**src/rtl/assert_macros.svh**
```systemverilog
// ----------------------------------------------------------------------------
// Assertion macros
// Shared concurrent assertion forms for the leader marker RTL.
// ----------------------------------------------------------------------------
`ifndef ASSERT_MACROS_SVH
`define ASSERT_MACROS_SVH

// ante implies cons on the same edge
`define BBLM_ASSERT_IMPLY(label, clk, rst, ante, cons, msg) \
  label: assert property (@(posedge clk) disable iff (rst) (ante) |-> (cons)) \
    else $error(msg);

// cond never holds
`define BBLM_ASSERT_NEVER(label, clk, rst, cond, msg) \
  label: assert property (@(posedge clk) disable iff (rst) !(cond)) \
    else $error(msg);

`endif

```
**src/rtl/bblm_pkg.sv**
```systemverilog
// ----------------------------------------------------------------------------
// bblm_pkg
// Types and constants shared by the leader marker front end, queue and back end.
// ----------------------------------------------------------------------------
`default_nettype none

package bblm_pkg;

  parameter int ADDRESS_SPACE_DEF = 4096;
  parameter int ENTRY_ADDRESS_DEF = 512;

  // marks stay below ENTRY + rom_length, which fits in 13 bits
  parameter int MARK_W = 13;
  // wide enough to compare a mark against the largest address space
  parameter int CMP_W = 17;
  parameter int QUEUE_DEPTH = 2;

  localparam logic FUNC_ANALYZE = 1'b0;
  localparam logic FUNC_QUERY   = 1'b1;

  // opcode groups (top nibble)
  localparam logic [3:0] OPG_SYS     = 4'h0;
  localparam logic [3:0] OPG_JP      = 4'h1;
  localparam logic [3:0] OPG_CALL    = 4'h2;
  localparam logic [3:0] OPG_SE_IMM  = 4'h3;
  localparam logic [3:0] OPG_SNE_IMM = 4'h4;
  localparam logic [3:0] OPG_SE_REG  = 4'h5;
  localparam logic [3:0] OPG_SNE_REG = 4'h9;
  localparam logic [3:0] OPG_JP_V0   = 4'hB;
  localparam logic [3:0] OPG_KEY     = 4'hE;

  localparam logic [15:0] OP_RET   = 16'h00EE;
  localparam logic [7:0]  KK_SKP   = 8'h9E;
  localparam logic [7:0]  KK_SKNP  = 8'hA1;

  // one classified word; for a query, tgt holds the queried address
  typedef struct packed {
    logic              query;
    logic              q_hit;
    logic              tgt_en;
    logic              nxt_en;
    logic              skp_en;
    logic [MARK_W-1:0] tgt;
    logic [MARK_W-1:0] nxt;
    logic [MARK_W-1:0] skp;
  } mark_req_t;

endpackage

`default_nettype wire

```
**src/rtl/bblm_queue.sv**
```systemverilog
// ----------------------------------------------------------------------------
// bblm_queue
// Short FIFO of classified words between the front end and the back end.
// ----------------------------------------------------------------------------
`default_nettype none

module bblm_queue import bblm_pkg::*; (
  input  wire logic       clk,
  input  wire logic       rst,
  input  wire logic       push,
  input  wire mark_req_t  push_data,
  output logic            full,
  input  wire logic       pop,
  output mark_req_t       head,
  output logic            empty
);

  localparam int PW = (QUEUE_DEPTH > 1) ? $clog2(QUEUE_DEPTH) : 1;
  localparam int CW = $clog2(QUEUE_DEPTH + 1);

  mark_req_t       slots [QUEUE_DEPTH];
  logic [PW-1:0]   wr_ptr;
  logic [PW-1:0]   rd_ptr;
  logic [CW-1:0]   count;

  assign full  = (count == CW'(QUEUE_DEPTH));
  assign empty = (count == '0);
  assign head  = slots[rd_ptr];

  always_ff @(posedge clk) begin
    if (rst) begin
      wr_ptr <= '0;
      rd_ptr <= '0;
      count  <= '0;
    end else begin
      if (push) begin
        wr_ptr <= (wr_ptr == PW'(QUEUE_DEPTH - 1)) ? '0 : wr_ptr + PW'(1);
      end
      if (pop) begin
        rd_ptr <= (rd_ptr == PW'(QUEUE_DEPTH - 1)) ? '0 : rd_ptr + PW'(1);
      end
      if (push && !pop) begin
        count <= count + CW'(1);
      end else if (pop && !push) begin
        count <= count - CW'(1);
      end
    end
  end

  always_ff @(posedge clk) begin
    if (push) begin
      slots[wr_ptr] <= push_data;
    end
  end

endmodule

`default_nettype wire

```
**config.mk**
```make
export PLATFORM = sky130hd
export DESIGN_NAME = bblm_queue
export DESIGN_NICKNAME = d
export VERILOG_FILES = /design/src/rtl/assert_macros.svh /design/src/rtl/bblm_pkg.sv /design/src/rtl/bblm_queue.sv
export SDC_FILE = /design/constraint.sdc
export NUM_CORES = 1
export LEC_CHECK = 0
export ABC_CLOCK_PERIOD_IN_PS = 3200
export BUFFER_PORTS_ARGS = -buffer_cell sky130_fd_sc_hd__buf_2
export CAP_MARGIN = 20
export CORE_AREA = 2 2 126 67
export DETAILED_ROUTE_END_ITERATION = 7
export DIE_AREA = 0 0 128 69
export PLACE_DENSITY = 0.72
export SLEW_MARGIN = 20
export SYNTH_ARGS = -nofsm -noshare
export SYNTH_HDL_FRONTEND = slang
export SYNTH_SLANG_ARGS = --single-unit
```
**constraint.sdc**
```tcl
create_clock -name clk -period 3.2 [get_ports clk]
set_clock_uncertainty 0.1 [all_clocks]
set_input_delay 0.96 -clock clk [delete_from_list [all_inputs] [get_ports clk]]
set_output_delay 0.96 -clock clk [all_outputs]
set_load 0.01 [all_outputs]
```
# After elaboration in Yosys (flattened, before gate mapping)
# Memory sizes are Yosys's and may differ from the RTL's. A register that Yosys moved wholly into a read port is not among the register bits.
# Index checks and enable logic that the tools add are counted.
[op_classes] add_sub_neg=4 n_eq_ne=1 mux=8 reduce_logical=6
[op_table] operator="2-to-1 mux 1 bit" count=6
[op_table] operator="2-to-1 mux 2 bit" count=2
[op_table] operator="adder 1 bit, second input constant" count=2
[op_table] operator="adder 2 x 1 -> 2 bit, second input constant" count=1
[op_table] operator="equality test 2 bit, second input constant" count=1
[op_table] operator="logical AND 1 bit" count=2
[op_table] operator="zero test 1 bit" count=2
[op_table] operator="zero test 2 bit" count=1
[op_table] operator="nonzero test 2 bit" count=1
[op_table] operator="subtractor 2 x 1 -> 2 bit, second input constant" count=1
[word_totals] register_bits=4 ram_bits=88 out_inout_bits=46 mem_count=1
[mem_list] memory="slots" words=2 width=44 rd=1 rd_clocked_by_memory_dff=1 write_ports=1 line="bblm_queue.sv:21" source="mark_req_t slots [QUEUE_DEPTH];"

# Depth between registers and ports, before layout
[logic_depth] ltp_word=4 mapped_depth=5

# Worst setup path before layout
# Ideal clock, no wire load.
[synth_path] path_kind="input-to-reg" start="input push" end="memory slots[0][0] in the netlist's numbering, enable pin" setup_ps=451 t_arrival_ps=2920 required_time_ps=2649 setup_slack_ps=-271 stages=1 path_buffers=0 cell_sequence="nor2b_1"
[synth_between] elab_chain_len=2
[synth_lines] element="start, declared" line="bblm_queue.sv:10" source="input wire logic push,"
[synth_lines] element="2-to-1 mux 1 bit" line="bblm_queue.sv:51" source="if (push) begin"
[synth_lines] element="2-to-1 mux 1 bit (not written as such)" line="bblm_queue.sv:52" source="slots[wr_ptr] <= push_data;"
[synth_lines] element="end, declared" line="bblm_queue.sv:21"
# Every way passes these cells.

==> results.sh <==
export IMPL_antenna_found_initial=0
export IMPL_finalCritPeriodShare=0.8873
export IMPL_path_clk_slew_ps=60
export IMPL_reg2reg_depth=2
export IMPL_finalMaxSlewViolations=0
export IMPL_synth_top_area_cell="edfxtp_1"
export IMPL_cts_resized_gates=0
export IMPL_cts_setup_buffers=0
export IMPL_wirelength_mm=5.855
export IMPL_hold_depth=2
export IMPL_via_per_inst=4.670
export IMPL_cts_buffers=9
export IMPL_antenna_cells=0
export IMPL_coreArea_um2=7712
export IMPL_yosys_top_cells_area="edfxtp_1 78%, mux2_2 15%, dfxtp_1 3.0%"
export IMPL_rows=23
export IMPL_cts_sinks=93
export IMPL_criticalPathCategory="flop to primary output"
export IMPL_finalWorstSetupSlack_ps=360.8
export IMPL_finalNetCount=312
export IMPL_grt_max_degree=25
export IMPL_ys_warn_count=0
export IMPL_drive_above_1_share=0.5955
export IMPL_crit_chain="buf_12 > mux2_2 > buf_2"
export IMPL_register_area_um2=2744
export IMPL_tightest_slew_ps=527.0
export IMPL_crit_buf_inv=2
export IMPL_n_fill_cell=627
export IMPL_gp_congestion=0.7528
export IMPL_leakage_nw=1.618
export IMPL_cts_tree="yes"
export IMPL_cp_start_kind="flop"
export IMPL_drt_iter0_drc=55
export IMPL_cap_violations=0
export IMPL_worst_path_stages=3
export IMPL_rsz0062_at_grt="no"
export IMPL_syn_area_per_cell_um2=21.26
export IMPL_cpMaxStageDelayCell="dfxtp_2"
export IMPL_place_ws_ps=685.2
export IMPL_num_vias=1714
export IMPL_cts_max_level=3
export IMPL_portBuffers=93
export IMPL_max_freq_ghz=0.3522
export IMPL_ys_ff_latch=93
export IMPL_fin_util=0.5548
export IMPL_fin_crit_ps=2839
export IMPL_setup_viol=0
export IMPL_clk_insertion_delay_late_ps=330
export IMPL_slew_headroom=0.6487
export IMPL_ys_types=16
export IMPL_slowest_delay_ps=660
export IMPL_die_y_um=69
export IMPL_multiInputGateArea_um2=608.1
export IMPL_dp_cells=352
export IMPL_syn_num_nets=208
export IMPL_syn2layout_area_growth_pct=26.57
export IMPL_finalHoldViolCount=0
export IMPL_io_pins=94
export IMPL_synth_cells=159
export IMPL_setup_tns_ps=0
export IMPL_cts_path_max_buffers=2
export IMPL_cp_arrival_ps=1780
export IMPL_wl_per_cell_um=15.95
export IMPL_yosys_area_top_type_share=0.7816
export IMPL_p_per_area_nw_per_um2=640.3
export IMPL_dieArea_um2=8832
export IMPL_vdd_ir_drop_worst_mv=0.3974
export IMPL_cp_end_kind="primary output"
export IMPL_drtPass1Iterations=4
export IMPL_ctsHoldBuffers=0
export IMPL_crit_family="flip-flops"
export IMPL_grt_pass1_vias=1820
export IMPL_start_util=0.4384
export IMPL_track_usage=0.1450
export IMPL_outcome="finished, final reports clean"
export IMPL_hold_path_class="flop to flop"
export IMPL_grt_pass1_wl_mm=9.356
export IMPL_power_total_mw=2.740
export IMPL_synth_seq_area_share=0.8113
export IMPL_required_ps=2140
export IMPL_stdcell_count=367
export IMPL_root_buffer="clkbuf_16"
export IMPL_drc=0
export IMPL_syn_area_um2=3381
export IMPL_cp_max_fo=24
export IMPL_ant_nets=0
export IMPL_grt_overflow=0
export IMPL_hpwl_mm=3.927
export IMPL_die_x_um=128
==> cell type report <==
class	instances	area share
flip-flops and latches	93	0.6412
multi-input cells	60	0.1421
repair buffers	98	0.1205
clock buffers	11	0.05439
well taps	100	0.02924
clock inverters	4	0.01170
inverters	1	0.0008772
==> state kept, by name, indices dropped and copies added, names as in the netlist, named ones only <==
signal and count:
wr_ptr 1, slots 88, count 2, rd_ptr 1
==> metal layers <==
layer / track usage / wire length [µm] / share of wire / vias up
li1: - / - / - / 822
met1: 0.1893 / 2773 / 0.47 / 816
met2: 0.2086 / 2436 / 0.42 / 67
met3: 0.07220 / 561 / 0.096 / 9
met4: 0.05495 / 83 / 0.014 / 0
met5: 0 / 0 / 0 / -
==> worst min-delay path, stage by stage (launching register included) <==
cell and delay [ps]:
dfxtp_1 330, o21ai_0 70, a21oi_1 60
==> cells in the mapped netlist <==
master	count
buf_2	1
xnor2_1	2
inv_1	1
nor2_1	5
dfxtp_1	5
o21ai_0	1
buf_4	4
ha_1	1
and2_1	1
edfxtp_1	88
or3_1	1
and2b_2	1
xor2_1	2
mux2_2	44
a21oi_1	1
nor2b_1	1
==> per-stage QoR <==
step | hold WS [ps] | instance area [µm²]
after global placement | 392.9 | 3996
final | 412.9 | 4279
after CTS | 416.3 | 4279
after floorplan | 361.4 | 3383
after global routing | 449.2 | 4279
after detailed placement | 406.4 | 3996
==> worst paths after layout <==
kind | start | to | slack (ps)
setup / recovery | flop | head[28] | 360
hold / removal | count[1]$_SDFFE_PP0P_ | count[1]$_SDFFE_PP0P_ | 410
hold reg to reg | count[1]$_SDFFE_PP0P_ | count[1]$_SDFFE_PP0P_ | 410
setup reg to reg | wr_ptr$_SDFFE_PP0P_ | slots[1][36]$_DFFE_PP_ | 1860
==> cells by family after synthesis <==
kind of cell,after synthesis,synth area share
flops,93,0.8113
mux,44,0.1466
simple gates,9,0.01370
buf+inv,6,0.01147
xor+xnor,4,0.01036
compound gates,2,0.002958
fa+ha+maj,1,0.003700
==> power breakdown <==
group	internal (mW)	switching, mW
Combinational	0.145	0.146
Clock	0.599	0.402
Sequential	1.42	0.0300
Total	2.16	0.579
==> layout by cell type, fill, tap and decap left out, types with 2 or more instances in the layout <==
master	count
buf_2	93
edfxtp_1	88
mux2_2	44
clkbuf_16	9
nor2_1	5
dfxtp_1	4
buf_4	4
xor2_1	2
xnor2_1	2
clkinvlp_4	2
clkbuf_1	2
Note: power is estimated with default switching activity, not from simulation.
