==> src/rtl/assert_macros.svh <==
// ----------------------------------------------------------------------------
// Assertion macros
// Shared concurrent assertion forms for the leader marker RTL.
// ----------------------------------------------------------------------------
`ifndef ASSERT_MACROS_SVH
`define ASSERT_MACROS_SVH

// ante implies cons on the same edge
`define BBLM_ASSERT_IMPLY(label, clk, rst, ante, cons, msg) \
  label: assert property (@(posedge clk) disable iff (rst) (ante) |-> (cons)) \
    else $error(msg);

// cond never holds
`define BBLM_ASSERT_NEVER(label, clk, rst, cond, msg) \
  label: assert property (@(posedge clk) disable iff (rst) !(cond)) \
    else $error(msg);

`endif

==> src/rtl/bblm_pkg.sv <==
// ----------------------------------------------------------------------------
// bblm_pkg
// Types and constants shared by the leader marker front end, queue and back end.
// ----------------------------------------------------------------------------
`default_nettype none

package bblm_pkg;

  parameter int ADDRESS_SPACE_DEF = 4096;
  parameter int ENTRY_ADDRESS_DEF = 512;

  // marks stay below ENTRY + rom_length, which fits in 13 bits
  parameter int MARK_W = 13;
  // wide enough to compare a mark against the largest address space
  parameter int CMP_W = 17;
  parameter int QUEUE_DEPTH = 2;

  localparam logic FUNC_ANALYZE = 1'b0;
  localparam logic FUNC_QUERY   = 1'b1;

  // opcode groups (top nibble)
  localparam logic [3:0] OPG_SYS     = 4'h0;
  localparam logic [3:0] OPG_JP      = 4'h1;
  localparam logic [3:0] OPG_CALL    = 4'h2;
  localparam logic [3:0] OPG_SE_IMM  = 4'h3;
  localparam logic [3:0] OPG_SNE_IMM = 4'h4;
  localparam logic [3:0] OPG_SE_REG  = 4'h5;
  localparam logic [3:0] OPG_SNE_REG = 4'h9;
  localparam logic [3:0] OPG_JP_V0   = 4'hB;
  localparam logic [3:0] OPG_KEY     = 4'hE;

  localparam logic [15:0] OP_RET   = 16'h00EE;
  localparam logic [7:0]  KK_SKP   = 8'h9E;
  localparam logic [7:0]  KK_SKNP  = 8'hA1;

  // one classified word; for a query, tgt holds the queried address
  typedef struct packed {
    logic              query;
    logic              q_hit;
    logic              tgt_en;
    logic              nxt_en;
    logic              skp_en;
    logic [MARK_W-1:0] tgt;
    logic [MARK_W-1:0] nxt;
    logic [MARK_W-1:0] skp;
  } mark_req_t;

endpackage

`default_nettype wire

==> src/rtl/bblm_front.sv <==
// ----------------------------------------------------------------------------
// bblm_front
// Accepts input words, decodes the opcode and works out which marks to set.
// ----------------------------------------------------------------------------
`default_nettype none

module bblm_front import bblm_pkg::*; #(
  parameter int ADDRESS_SPACE = ADDRESS_SPACE_DEF,
  parameter int ENTRY_ADDRESS = ENTRY_ADDRESS_DEF
) (
  input  wire logic        clk,
  input  wire logic        rst,
  input  wire logic        cfg_write,
  input  wire logic [11:0] cfg_data,
  input  wire logic        in_valid,
  output logic             in_stall,
  input  wire logic        func,
  input  wire logic [11:0] address,
  input  wire logic [15:0] opcode,
  input  wire logic        q_full,
  input  wire logic        clearing,
  output logic             push,
  output mark_req_t        req
);

  localparam logic [CMP_W-1:0]  SPACE = CMP_W'(ADDRESS_SPACE);
  localparam logic [MARK_W-1:0] ENTRY = MARK_W'(ENTRY_ADDRESS);

  logic [11:0]       rom_length;
  logic [MARK_W-1:0] rom_end;
  logic [MARK_W-1:0] addr_m;
  logic [MARK_W-1:0] nnn_m;
  logic [MARK_W-1:0] addr_p2;
  logic [MARK_W-1:0] addr_p4;
  logic              is_query;
  logic              slot_ok;
  logic              tgt_ok;
  logic              has_tgt;
  logic              skip;
  logic              ends;

  always_ff @(posedge clk) begin
    if (rst) begin
      rom_length <= '0;
    end else if (cfg_write) begin
      rom_length <= cfg_data;
    end
  end

  assign in_stall = q_full | clearing;
  assign push     = in_valid & ~in_stall;

  always_comb begin
    is_query = (func == FUNC_QUERY);
    rom_end  = ENTRY + {1'b0, rom_length};
    addr_m   = {1'b0, address};
    nnn_m    = {1'b0, opcode[11:0]};
    addr_p2  = addr_m + MARK_W'(2);
    addr_p4  = addr_m + MARK_W'(4);

    // instruction slot: at or past entry, even offset, whole word in ROM
    slot_ok = (addr_m >= ENTRY) && (address[0] == ENTRY[0]) &&
              ((addr_m + MARK_W'(1)) < rom_end);
    tgt_ok  = (nnn_m >= ENTRY) && ((nnn_m + MARK_W'(1)) < rom_end) && !opcode[0] &&
              (CMP_W'(nnn_m) < SPACE);

    has_tgt = 1'b0;
    skip    = 1'b0;
    ends    = 1'b0;
    unique case (opcode[15:12])
      OPG_SYS:     ends = (opcode == OP_RET);
      OPG_JP: begin
        has_tgt = 1'b1;
        ends    = 1'b1;
      end
      OPG_CALL:    has_tgt = 1'b1;
      OPG_SE_IMM,
      OPG_SNE_IMM: skip = 1'b1;
      OPG_SE_REG,
      OPG_SNE_REG: skip = (opcode[3:0] == 4'h0);
      OPG_JP_V0:   ends = 1'b1;
      OPG_KEY:     skip = (opcode[7:0] == KK_SKP) || (opcode[7:0] == KK_SKNP);
      default: begin
        has_tgt = 1'b0;
      end
    endcase

    req.query  = is_query;
    req.q_hit  = CMP_W'(addr_m) < SPACE;
    req.tgt    = is_query ? addr_m : nnn_m;
    req.nxt    = addr_p2;
    req.skp    = addr_p4;
    req.tgt_en = !is_query && slot_ok && has_tgt && tgt_ok;
    req.nxt_en = !is_query && slot_ok && (skip || ends) && (addr_p2 < rom_end) &&
                 (CMP_W'(addr_p2) < SPACE);
    req.skp_en = !is_query && slot_ok && skip && (addr_p4 < rom_end) &&
                 (CMP_W'(addr_p4) < SPACE);
  end

endmodule

`default_nettype wire

==> config.mk <==
export PLATFORM = sky130hd
export DESIGN_NAME = bblm_front
export DESIGN_NICKNAME = d
export VERILOG_FILES = /design/src/rtl/assert_macros.svh /design/src/rtl/bblm_pkg.sv /design/src/rtl/bblm_front.sv
export SDC_FILE = /design/constraint.sdc
export NUM_CORES = 1
export LEC_CHECK = 0
export BUFFER_PORTS_ARGS = -buffer_cell sky130_fd_sc_hd__buf_2
export CORE_MARGIN = 2
export CORE_UTILIZATION = 47
export DETAILED_ROUTE_END_ITERATION = 10
export PLACE_DENSITY = 0.81
export RECOVER_POWER = 25
export SLEW_MARGIN = 20
export SYNTH_ARGS = -nofsm -noshare
export SYNTH_HDL_FRONTEND = slang
export SYNTH_SLANG_ARGS = --single-unit
==> constraint.sdc <==
create_clock -name clk -period 2.7 [get_ports clk]
set_clock_uncertainty 0.1 [all_clocks]
set_input_delay 0.27 -clock clk [delete_from_list [all_inputs] [get_ports clk]]
set_output_delay 0.27 -clock clk [all_outputs]
set_load 0.05 [all_outputs]
; After elaboration in Yosys (flattened, before gate mapping)
; Cells that the tools add are included.
[op_classes]
bitwise_logic = 4
n_reduce_logical = 23
eq_ne = 11
addsub = 5
n_mux = 4
n_lt_le_gt_ge = 8
[ops]
columns = op, count
row1 = 13-bit less-than comparator, 4
row2 = "12-bit by 1-bit adder with 13-bit output, second input constant", 2
row3 = "13-bit less-than comparator, second input constant", 2
row4 = "12-bit by 10-bit >= comparator with 1-bit output, second input constant", 2
row5 = "16-bit by 8-bit equality test with 1-bit output, second input constant", 1
row6 = "8-bit equality test, second input constant", 2
row7 = "10-bit by 12-bit adder with 13-bit output, first input constant", 1
row8 = "12-bit by 2-bit adder with 13-bit output, second input constant", 1
row9 = "12-bit by 3-bit adder with 13-bit output, second input constant", 1
row10 = 1-bit logical AND, 13
row11 = "4-bit equality test, second input constant", 3
row12 = 12-bit two-way mux, 1
row13 = "4-bit by 2-bit equality test with 1-bit output, second input constant", 2
row14 = "4-bit by 3-bit equality test with 1-bit output, second input constant", 2
row15 = 4-bit logical NOT, 2
row16 = 2-bit OR reduction, 4
row17 = "4-bit by 1-bit equality test with 1-bit output, second input constant", 1
row18 = 1-bit case mux with 3 select lines, 1
row19 = 1-bit logical NOT, 2
row20 = 1-bit logical OR, 2
row21 = 1-bit inverter, 2
row22 = 1-bit case mux with 2 select lines, 1
row23 = 1-bit bitwise AND, 1
row24 = 1-bit two-way mux, 1
row25 = 1-bit OR, 1
[word_totals]
wordCells = 56
out_inout_bits = 46
register_bits = 12

; Logic depth before layout (Yosys ltp)
; Gate-level depths: netlist of run 1.
[logic_depth]
depth_word = 7
depth_mapped = 12

; Worst setup path after synthesis of run 1
; Ideal clock, no wire load.
[synth_timing]
path_type = input port to output port
from = input port address[8]
to = output port req[39] in the netlist's numbering
t_arrival_ns = 3.997
t_required_ns = 2.330
slack_ns = -1.667
n_path_buf = 1
cell_stages = 11
path_cell_list = clkbuf_1 -> nand4_1 -> inv_1 -> nand3_1 -> nor2_1 -> xor2_1 -> ha_1 -> nor2b_1 -> o21ai_0 -> or4b_1 -> a2111oi_2
[synth_lines]
columns = element, line
row1 = start: declaration, bblm_front.sv:18  ; input wire logic [11:0] address,
row2 = end: declaration, bblm_front.sv:23  ; output mark_req_t req

==> summary.md, run 1 <==
| Metric | Value |
|---|---|
| Post-DP Area | `0.00388 sq mm` |
| Compound-gate portion of the synthesized area | `11.8%` |
| Max-slew violation count | `0` |
| Synthesized flop and latch total | `12` |
| Routed WL | `9860 microns` |
| CTS Buf Count | `3` |
| Die area | `0.00616 sq mm` |
| Power per standard cell area | `275 mW/mm^2` |
| Seq pwr share | `16.8%` |
| Height of the die | `78.5 microns` |
| Clock sink total | `12` |
| FILL cells | `363` |
| Core area | `0.00544 sq mm` |
| Wirelength per Cell | `17.9 microns` |
| Reg-to-reg startpoint | `rom_length[0]` |
| Failing checks | `negative setup slack` |
| Synth Area in Adders | `27.3%` |
| Hold Path Class | `primary input to register` |
| WP data arrival | `2.84 ns` |
| Busiest grt layer | `met2` |
| Hold buffer count at cts | `0` |
| Int Pwr | `0.628 mW` |
| Largest net degree at the start of global routing | `16` |
| N_diodes | `0` |
| Asr flop ratio synth | `0%` |
| Syn Inst Count | `325` |
| Net Count, Synth | `429` |
| Yosys cell types | `47` |
| Critical path startpoint category | `primary input` |
| Remaining DRCs | `0` |
| Grt met1 use | `36.8%` |
| I/O pin total | `93` |
| Leak | `2.02 nW` |
| Required time worst endpoint | `2.33 ns` |
| Psw | `0.536 mW` |
| Vias in the first global route | `3116` |
| Slew HR | `42.6%` |
| Average size of a mapped cell | `8.03 sq um` |
| Die X | `78.5 microns` |
| Syn Std Cell Area | `0.00261 sq mm` |
| Area of the multi-input gates | `0.00263 sq mm` |
| Switching share of power | `46.0%` |
| Starting Density | `48.0%` |
| Clk_lat worst skew | `0.24 ns` |
| DR iter-0 viols | `200` |
| Post-synthesis mux area share | `8.92%` |
| Number of I/O port buffers | `90` |
| Non-Filler Instances | `552` |
| Achievable Freq | `312 MHz` |
| Max cap viols | `0` |
| Period minus WS final | `3.21 ns` |
| Layout cells sized above 1 | `48.3%` |
| H-tree depth | `1` |
| TritonCTS clock tree | `yes` |
| Post-synthesis xor/xnor area fraction | `13.1%` |
| Max reg flops | `12` |
| Final critical-path share of the clock period | `119%` |
| Combinational share of power | `66.3%` |
| Main combinational cell family by area after synthesis | `adder cells` |
| Root buffer cell | `clkbuf_8` |
| Final setup viols | `3` |
| Initial antenna violation count | `0` |
| Clock transition at the registers of the reported paths | `0.05 ns` |
| Total number of vias | `3153` |
| HPWL Detailed | `7430 microns` |
| Clock power share | `16.9%` |
| Cells after DPL | `538` |
| GR Overflow Total | `0` |
| Synth top area cells | `ha_1, dfxtp_1, xnor2_1` |
| Reg area | `240 sq um` |
| Synth area leader | `ha_1` |
| Vias/cell | `5.71` |
| Drt pass-1 iters | `5` |
| Crit. Startpoint | `address[2]` |
| GR met2 Demand/Resource | `58.6%` |
| Final hold violation count | `0` |
| Worst Tran Pin Value | `0.861 ns` |
| Overall power | `1.16 mW` |
| Hold_sp | `cfg_data[2]` |
| Post-Synth Simple-Gate Area | `22.8%` |
| Register area share after synthesis | `9.21%` |
| Design area | `0.00424 sq mm` |
| Maximum root-to-sink buffer count | `2` |
| Yosys warnings | `0` |
| Largest registers | `rom_length (12)` |
| Gr usage total | `31.2%` |
| Cells along the critical path | `buf_8, ha_4, nand2_4, nor3_4, buf_6, and3_4, and2_4, ha_4, or4_1, a221o_1, a31o_4, a2111oi_4, buf_6` |
| Biggest register | `rom_length` |
| Routability congestion estimate from global placement | `0.958` |
| Setup Crit Path Kind | `primary input to output port` |
| Number of flops mapped to enable cells by yosys | `0` |
| Status | `complete, but fails checks` |
| Final WS setup | `-0.510 ns` |
| Post-synth top area share | `27.3%` |
| Crit-path max cell delay | `0.48 ns` |
| First-pass GRT wire length | `15300 microns` |
| Critical Path Sink Type | `output port` |
| Syn-to-layout area delta | `62.5%` |
| FP Rows | `27` |
| Post-layout util | `77.9%` |
| Max IR drop VDD | `0.000316 V` |
| Critical Path Fanout Max | `4` |
| Synth Flop Type | `dfxtp_1` |
| Fin nets | `585` |
| RSZ-0062 raised after global routing | `yes` |
| Final ANT Viol Nets | `0` |
| Met3 GRT Util | `3.56%` |
| Crit-path slowest cell | `or4_1` |
area by class of cell:
cell class                      instances  share of cell area [%]
Clock buffer                            4                    1.30
Multi-Input combinational cell        278                    62.1
Tap cell                               72                    2.13
Sequential cell                        12                    5.67
Timing Repair Buffer                  171                    27.4
Inverter                               15                    1.33
critical path: cells and delay by family:
kind	cells	cell delay (ns)
compound gates	3	0.90
fa+ha+maj	2	0.31
simple gates	5	0.89
buf+inv	3	0.44
cell usage after synthesis, types with 3 or more instances:
cell	number
and4_1	3
inv_1	15
and3_1	10
buf_2	7
xnor2_1	22
mux2i_1	12
a21oi_1	15
nor4_1	4
o21ai_0	10
nand4_1	11
dfxtp_1	12
nor2_1	26
mux2_2	10
clkbuf_1	5
xor2_1	17
a211oi_1	3
nand3_1	14
o211ai_1	3
nand2_1	23
ha_1	57
nor2b_1	4
a21o_1	6
buf_4	6
cell families after synthesis:
| logic type | after synthesis |
|---|---|
| flip-flops | 12 |
| adder cells (fa/ha/maj) | 57 |
| multiplexers | 22 |
| AO/OA/AOI/OAI | 46 |
| XOR/XNOR | 39 |
| buffers and inverters | 35 |
| other | 2 |
| AND/OR/NAND/NOR | 112 |
timing repair:
action                                  4_1_cts  5_1_grt
setup buffers                                 8        2
pin swaps                                    23       18
resized for setup                            47        8
endpoints found under the setup margin        3        3
path summary, 6_finish.rpt:
check	end	slack, ns	cells past startpoint
min reg2reg	rom_length[2]	0.40	2
max	req[39]	-0.51	13
min	rom_length[2]	0.16	3
max reg2reg	rom_length[0]	1.91	2
per-stage QoR:
step / setup slack (ns) / hold WS, ns / setup TNS (ns)
6_report: -0.510 / 0.165 / -1.41
5_1_grt: -0.578 / 0.182 / -1.58
4_1_cts: -0.430 / 0.165 / -1.23
3_5_place_dp: -0.617 / 0.385 / -1.72
3_3_place_gp: -0.532 / 0.380 / -1.45
2_1_floorplan: -0.633 / 0.242 / -1.70
layout by cell type (no fill, tap or decap), types with 4 or more instances in the layout:
cell type and instances:
a21o_1 6, a21oi_1 11, a21oi_2 4, and3_1 8
buf_2 78, buf_4 74, buf_6 10, buf_8 6
clkbuf_8 4, dfxtp_1 12, ha_1 49, ha_4 8
inv_1 15, mux2_2 10, mux2i_1 12, nand2_1 19
nand3_1 12, nand4_1 11, nor2_1 22, nor2b_1 4
nor4_1 4, o21ai_0 8, xnor2_1 17, xor2_1 8
xor2_4 6
power by group through the flow:
stage	Clock [mW]	Sequential [mW]	Combinational (mW)
4_1_cts	0.197	0.195	0.746
3_3_place_gp	0	0.198	0.684
3_5_place_dp	0	0.199	0.705
6_report	0.197	0.196	0.772
2_1_floorplan	0	0.197	0.482
5_1_grt	0.204	0.197	0.827
per-layer routing:
layer | up-vias | share of wire [%]
li1 | 1468 | -
met1 | 1485 | 39
met3 | 40 | 6.1
met4 | 0 | 3.5
met5 | - | 0
met2 | 160 | 51
No activity file was read; power rests on OpenSTA's default activity.
==> run 2, diff against run 1 <==
--- a/config.mk
+++ b/config.mk
@@ -11,6 +11,7 @@
 export DETAILED_ROUTE_END_ITERATION = 10
 export PLACE_DENSITY = 0.81
 export RECOVER_POWER = 25
+export SKIP_CTS_REPAIR_TIMING = 1
 export SLEW_MARGIN = 20
 export SYNTH_ARGS = -nofsm -noshare
 export SYNTH_HDL_FRONTEND = slang
==> constraint.sdc (replaced) <==
create_clock -name clk -period 2.94 [get_ports clk]
set_clock_uncertainty 0.1 [all_clocks]
set_input_delay 0.294 -clock clk [delete_from_list [all_inputs] [get_ports clk]]
set_output_delay 0.294 -clock clk [all_outputs]
set_load 0.05 [all_outputs]
==> summary.md, run 2 (synthesis results as in run 1) <==
| Metric | Value |
|---|---|
| Fin Setup TNS | `-0.939 ns` |
| Total number of vias | `3054` |
| H-tree depth | `1` |
| FP Rows | `27` |
| Root buffer cell | `clkbuf_8` |
| Max-slew violation count | `0` |
| Initial antenna violation count | `0` |
| Routability congestion estimate from global placement | `1.04` |
| Fin nets | `572` |
| Most frequent cells in the layout | `buf_2, buf_4, ha_1, nor2_1, nand2_1` |
| WP data arrival | `2.91 ns` |
| Critical path startpoint category | `primary input` |
| Largest registers | `rom_length (12)` |
| Maximum root-to-sink buffer count | `2` |
| Leak | `1.96 nW` |
| Final ANT Viol Nets | `0` |
| Period minus WS final | `3.30 ns` |
| Critical Path Fanout Max | `5` |
| Vias/cell | `5.67` |
| Starting Density | `48.0%` |
| TritonCTS clock tree | `yes` |
| FILL cells | `377` |
| Overall power | `1.06 mW` |
| Syn-to-layout area delta | `57.8%` |
| Achievable Freq | `303 MHz` |
| Failing checks | `negative setup slack` |
| Clock sink total | `12` |
| Core area | `0.00544 sq mm` |
| Routed WL | `9400 microns` |
| Gr usage total | `28.1%` |
| Max reg flops | `12` |
| Height of the die | `78.5 microns` |
| Reg area | `240 sq um` |
| Final setup viols | `3` |
| First-pass GRT wire length | `13900 microns` |
| Commonest non-fill, non-tap cell in the layout | `buf_2` |
| N_diodes | `0` |
| Final hold violation count | `0` |
| GR Overflow Total | `0` |
| Final WS setup | `-0.363 ns` |
| Status | `complete, but fails checks` |
| Max IR drop VDD | `0.000284 V` |
| Critical Path Sink Type | `output port` |
| Die area | `0.00616 sq mm` |
| Biggest register | `rom_length` |
| DR iter-0 viols | `224` |
| Max cap viols | `0` |
| I/O pin total | `93` |
| Wirelength per Cell | `17.4 microns` |
| HPWL Detailed | `7180 microns` |
| Area of the multi-input gates | `0.00263 sq mm` |
| Hold Path Class | `primary input to register` |
| CTS Buf Count | `3` |
| Power per standard cell area | `259 mW/mm^2` |
| Worst Tran Pin Value | `0.915 ns` |
| Remaining DRCs | `0` |
| Clock transition at the registers of the reported paths | `0.05 ns` |
| Setup Crit Path Kind | `primary input to output port` |
| Final critical-path share of the clock period | `112%` |
| Vias in the first global route | `2932` |
| Drt pass-1 iters | `4` |
| Largest net degree at the start of global routing | `16` |
| RSZ-0062 raised after global routing | `yes` |
| Layout cells sized above 1 | `46.7%` |
| Clk_lat worst skew | `0.24 ns` |
| Number of I/O port buffers | `90` |
| Slew HR | `39.0%` |
| Die X | `78.5 microns` |
| Required time worst endpoint | `2.55 ns` |
## run 2: per-layer routing
layer | vias to the layer above | global-route usage [%] | wire length (microns)
li1 | 1432 | - | -
met1 | 1414 | 33.1 | 3670
met3 | 39 | 4.48 | 656
met5 | - | 0 | 0
met4 | 0 | 6.84 | 362
met2 | 169 | 52.6 | 4700
## run 2: final timing paths
kind | start | end | slack [ns] | depth (start not counted)
setup / recovery | address[2] | req[39] | -0.36 | 13
hold / removal | cfg_data[4] | rom_length[4] | 0.19 | 3
setup reg to reg | rom_length[0] | rom_length[0] | 2.06 | 2
hold reg to reg | rom_length[6] | rom_length[6] | 0.40 | 2
## run 2: stage by stage
step | hold WS [ns] | cell area (sq um) | util [%] | std cells | worst slack (ns)
floorplan | 0.266 | 2980 | - | 325 | -0.441
global placement | 0.373 | 3810 | 70.0 | 529 | -0.346
detailed placement | 0.386 | 3810 | 70.0 | 529 | -0.388
CTS | 0.193 | 3860 | 71.1 | 533 | -0.439
global route | 0.205 | 4120 | 75.7 | 539 | -0.415
finish | 0.194 | 4120 | 75.7 | 539 | -0.363
## run 2: area by class of cell
cell class,instances,area share (%)
Sequential cell,12,5.84
Timing Repair Buffer,158,25.3
Inverter,15,1.37
Tap cell,72,2.19
Clock buffer,4,1.34
Multi-Input combinational cell,278,63.9
## run 2: critical path, cell delays in order
cell,delay (ns)
buf_8,0.09
ha_4,0.16
nand2_4,0.06
nor3_4,0.29
buf_6,0.18
xor2_4,0.18
ha_4,0.24
a21oi_4,0.16
nor2b_4,0.06
o21ai_1,0.11
or4b_4,0.48
a2111oi_4,0.37
buf_6,0.21
## run 2: power by group
| part | switching, mW | internal, mW | leakage [nW] |
|---|---|---|---|
| combinational | 0.422 | 0.280 | 1.84 |
| clock | 0.0647 | 0.118 | 0.0288 |
| sequential | 0.00695 | 0.173 | 0.0991 |
| total | 0.493 | 0.571 | 1.96 |
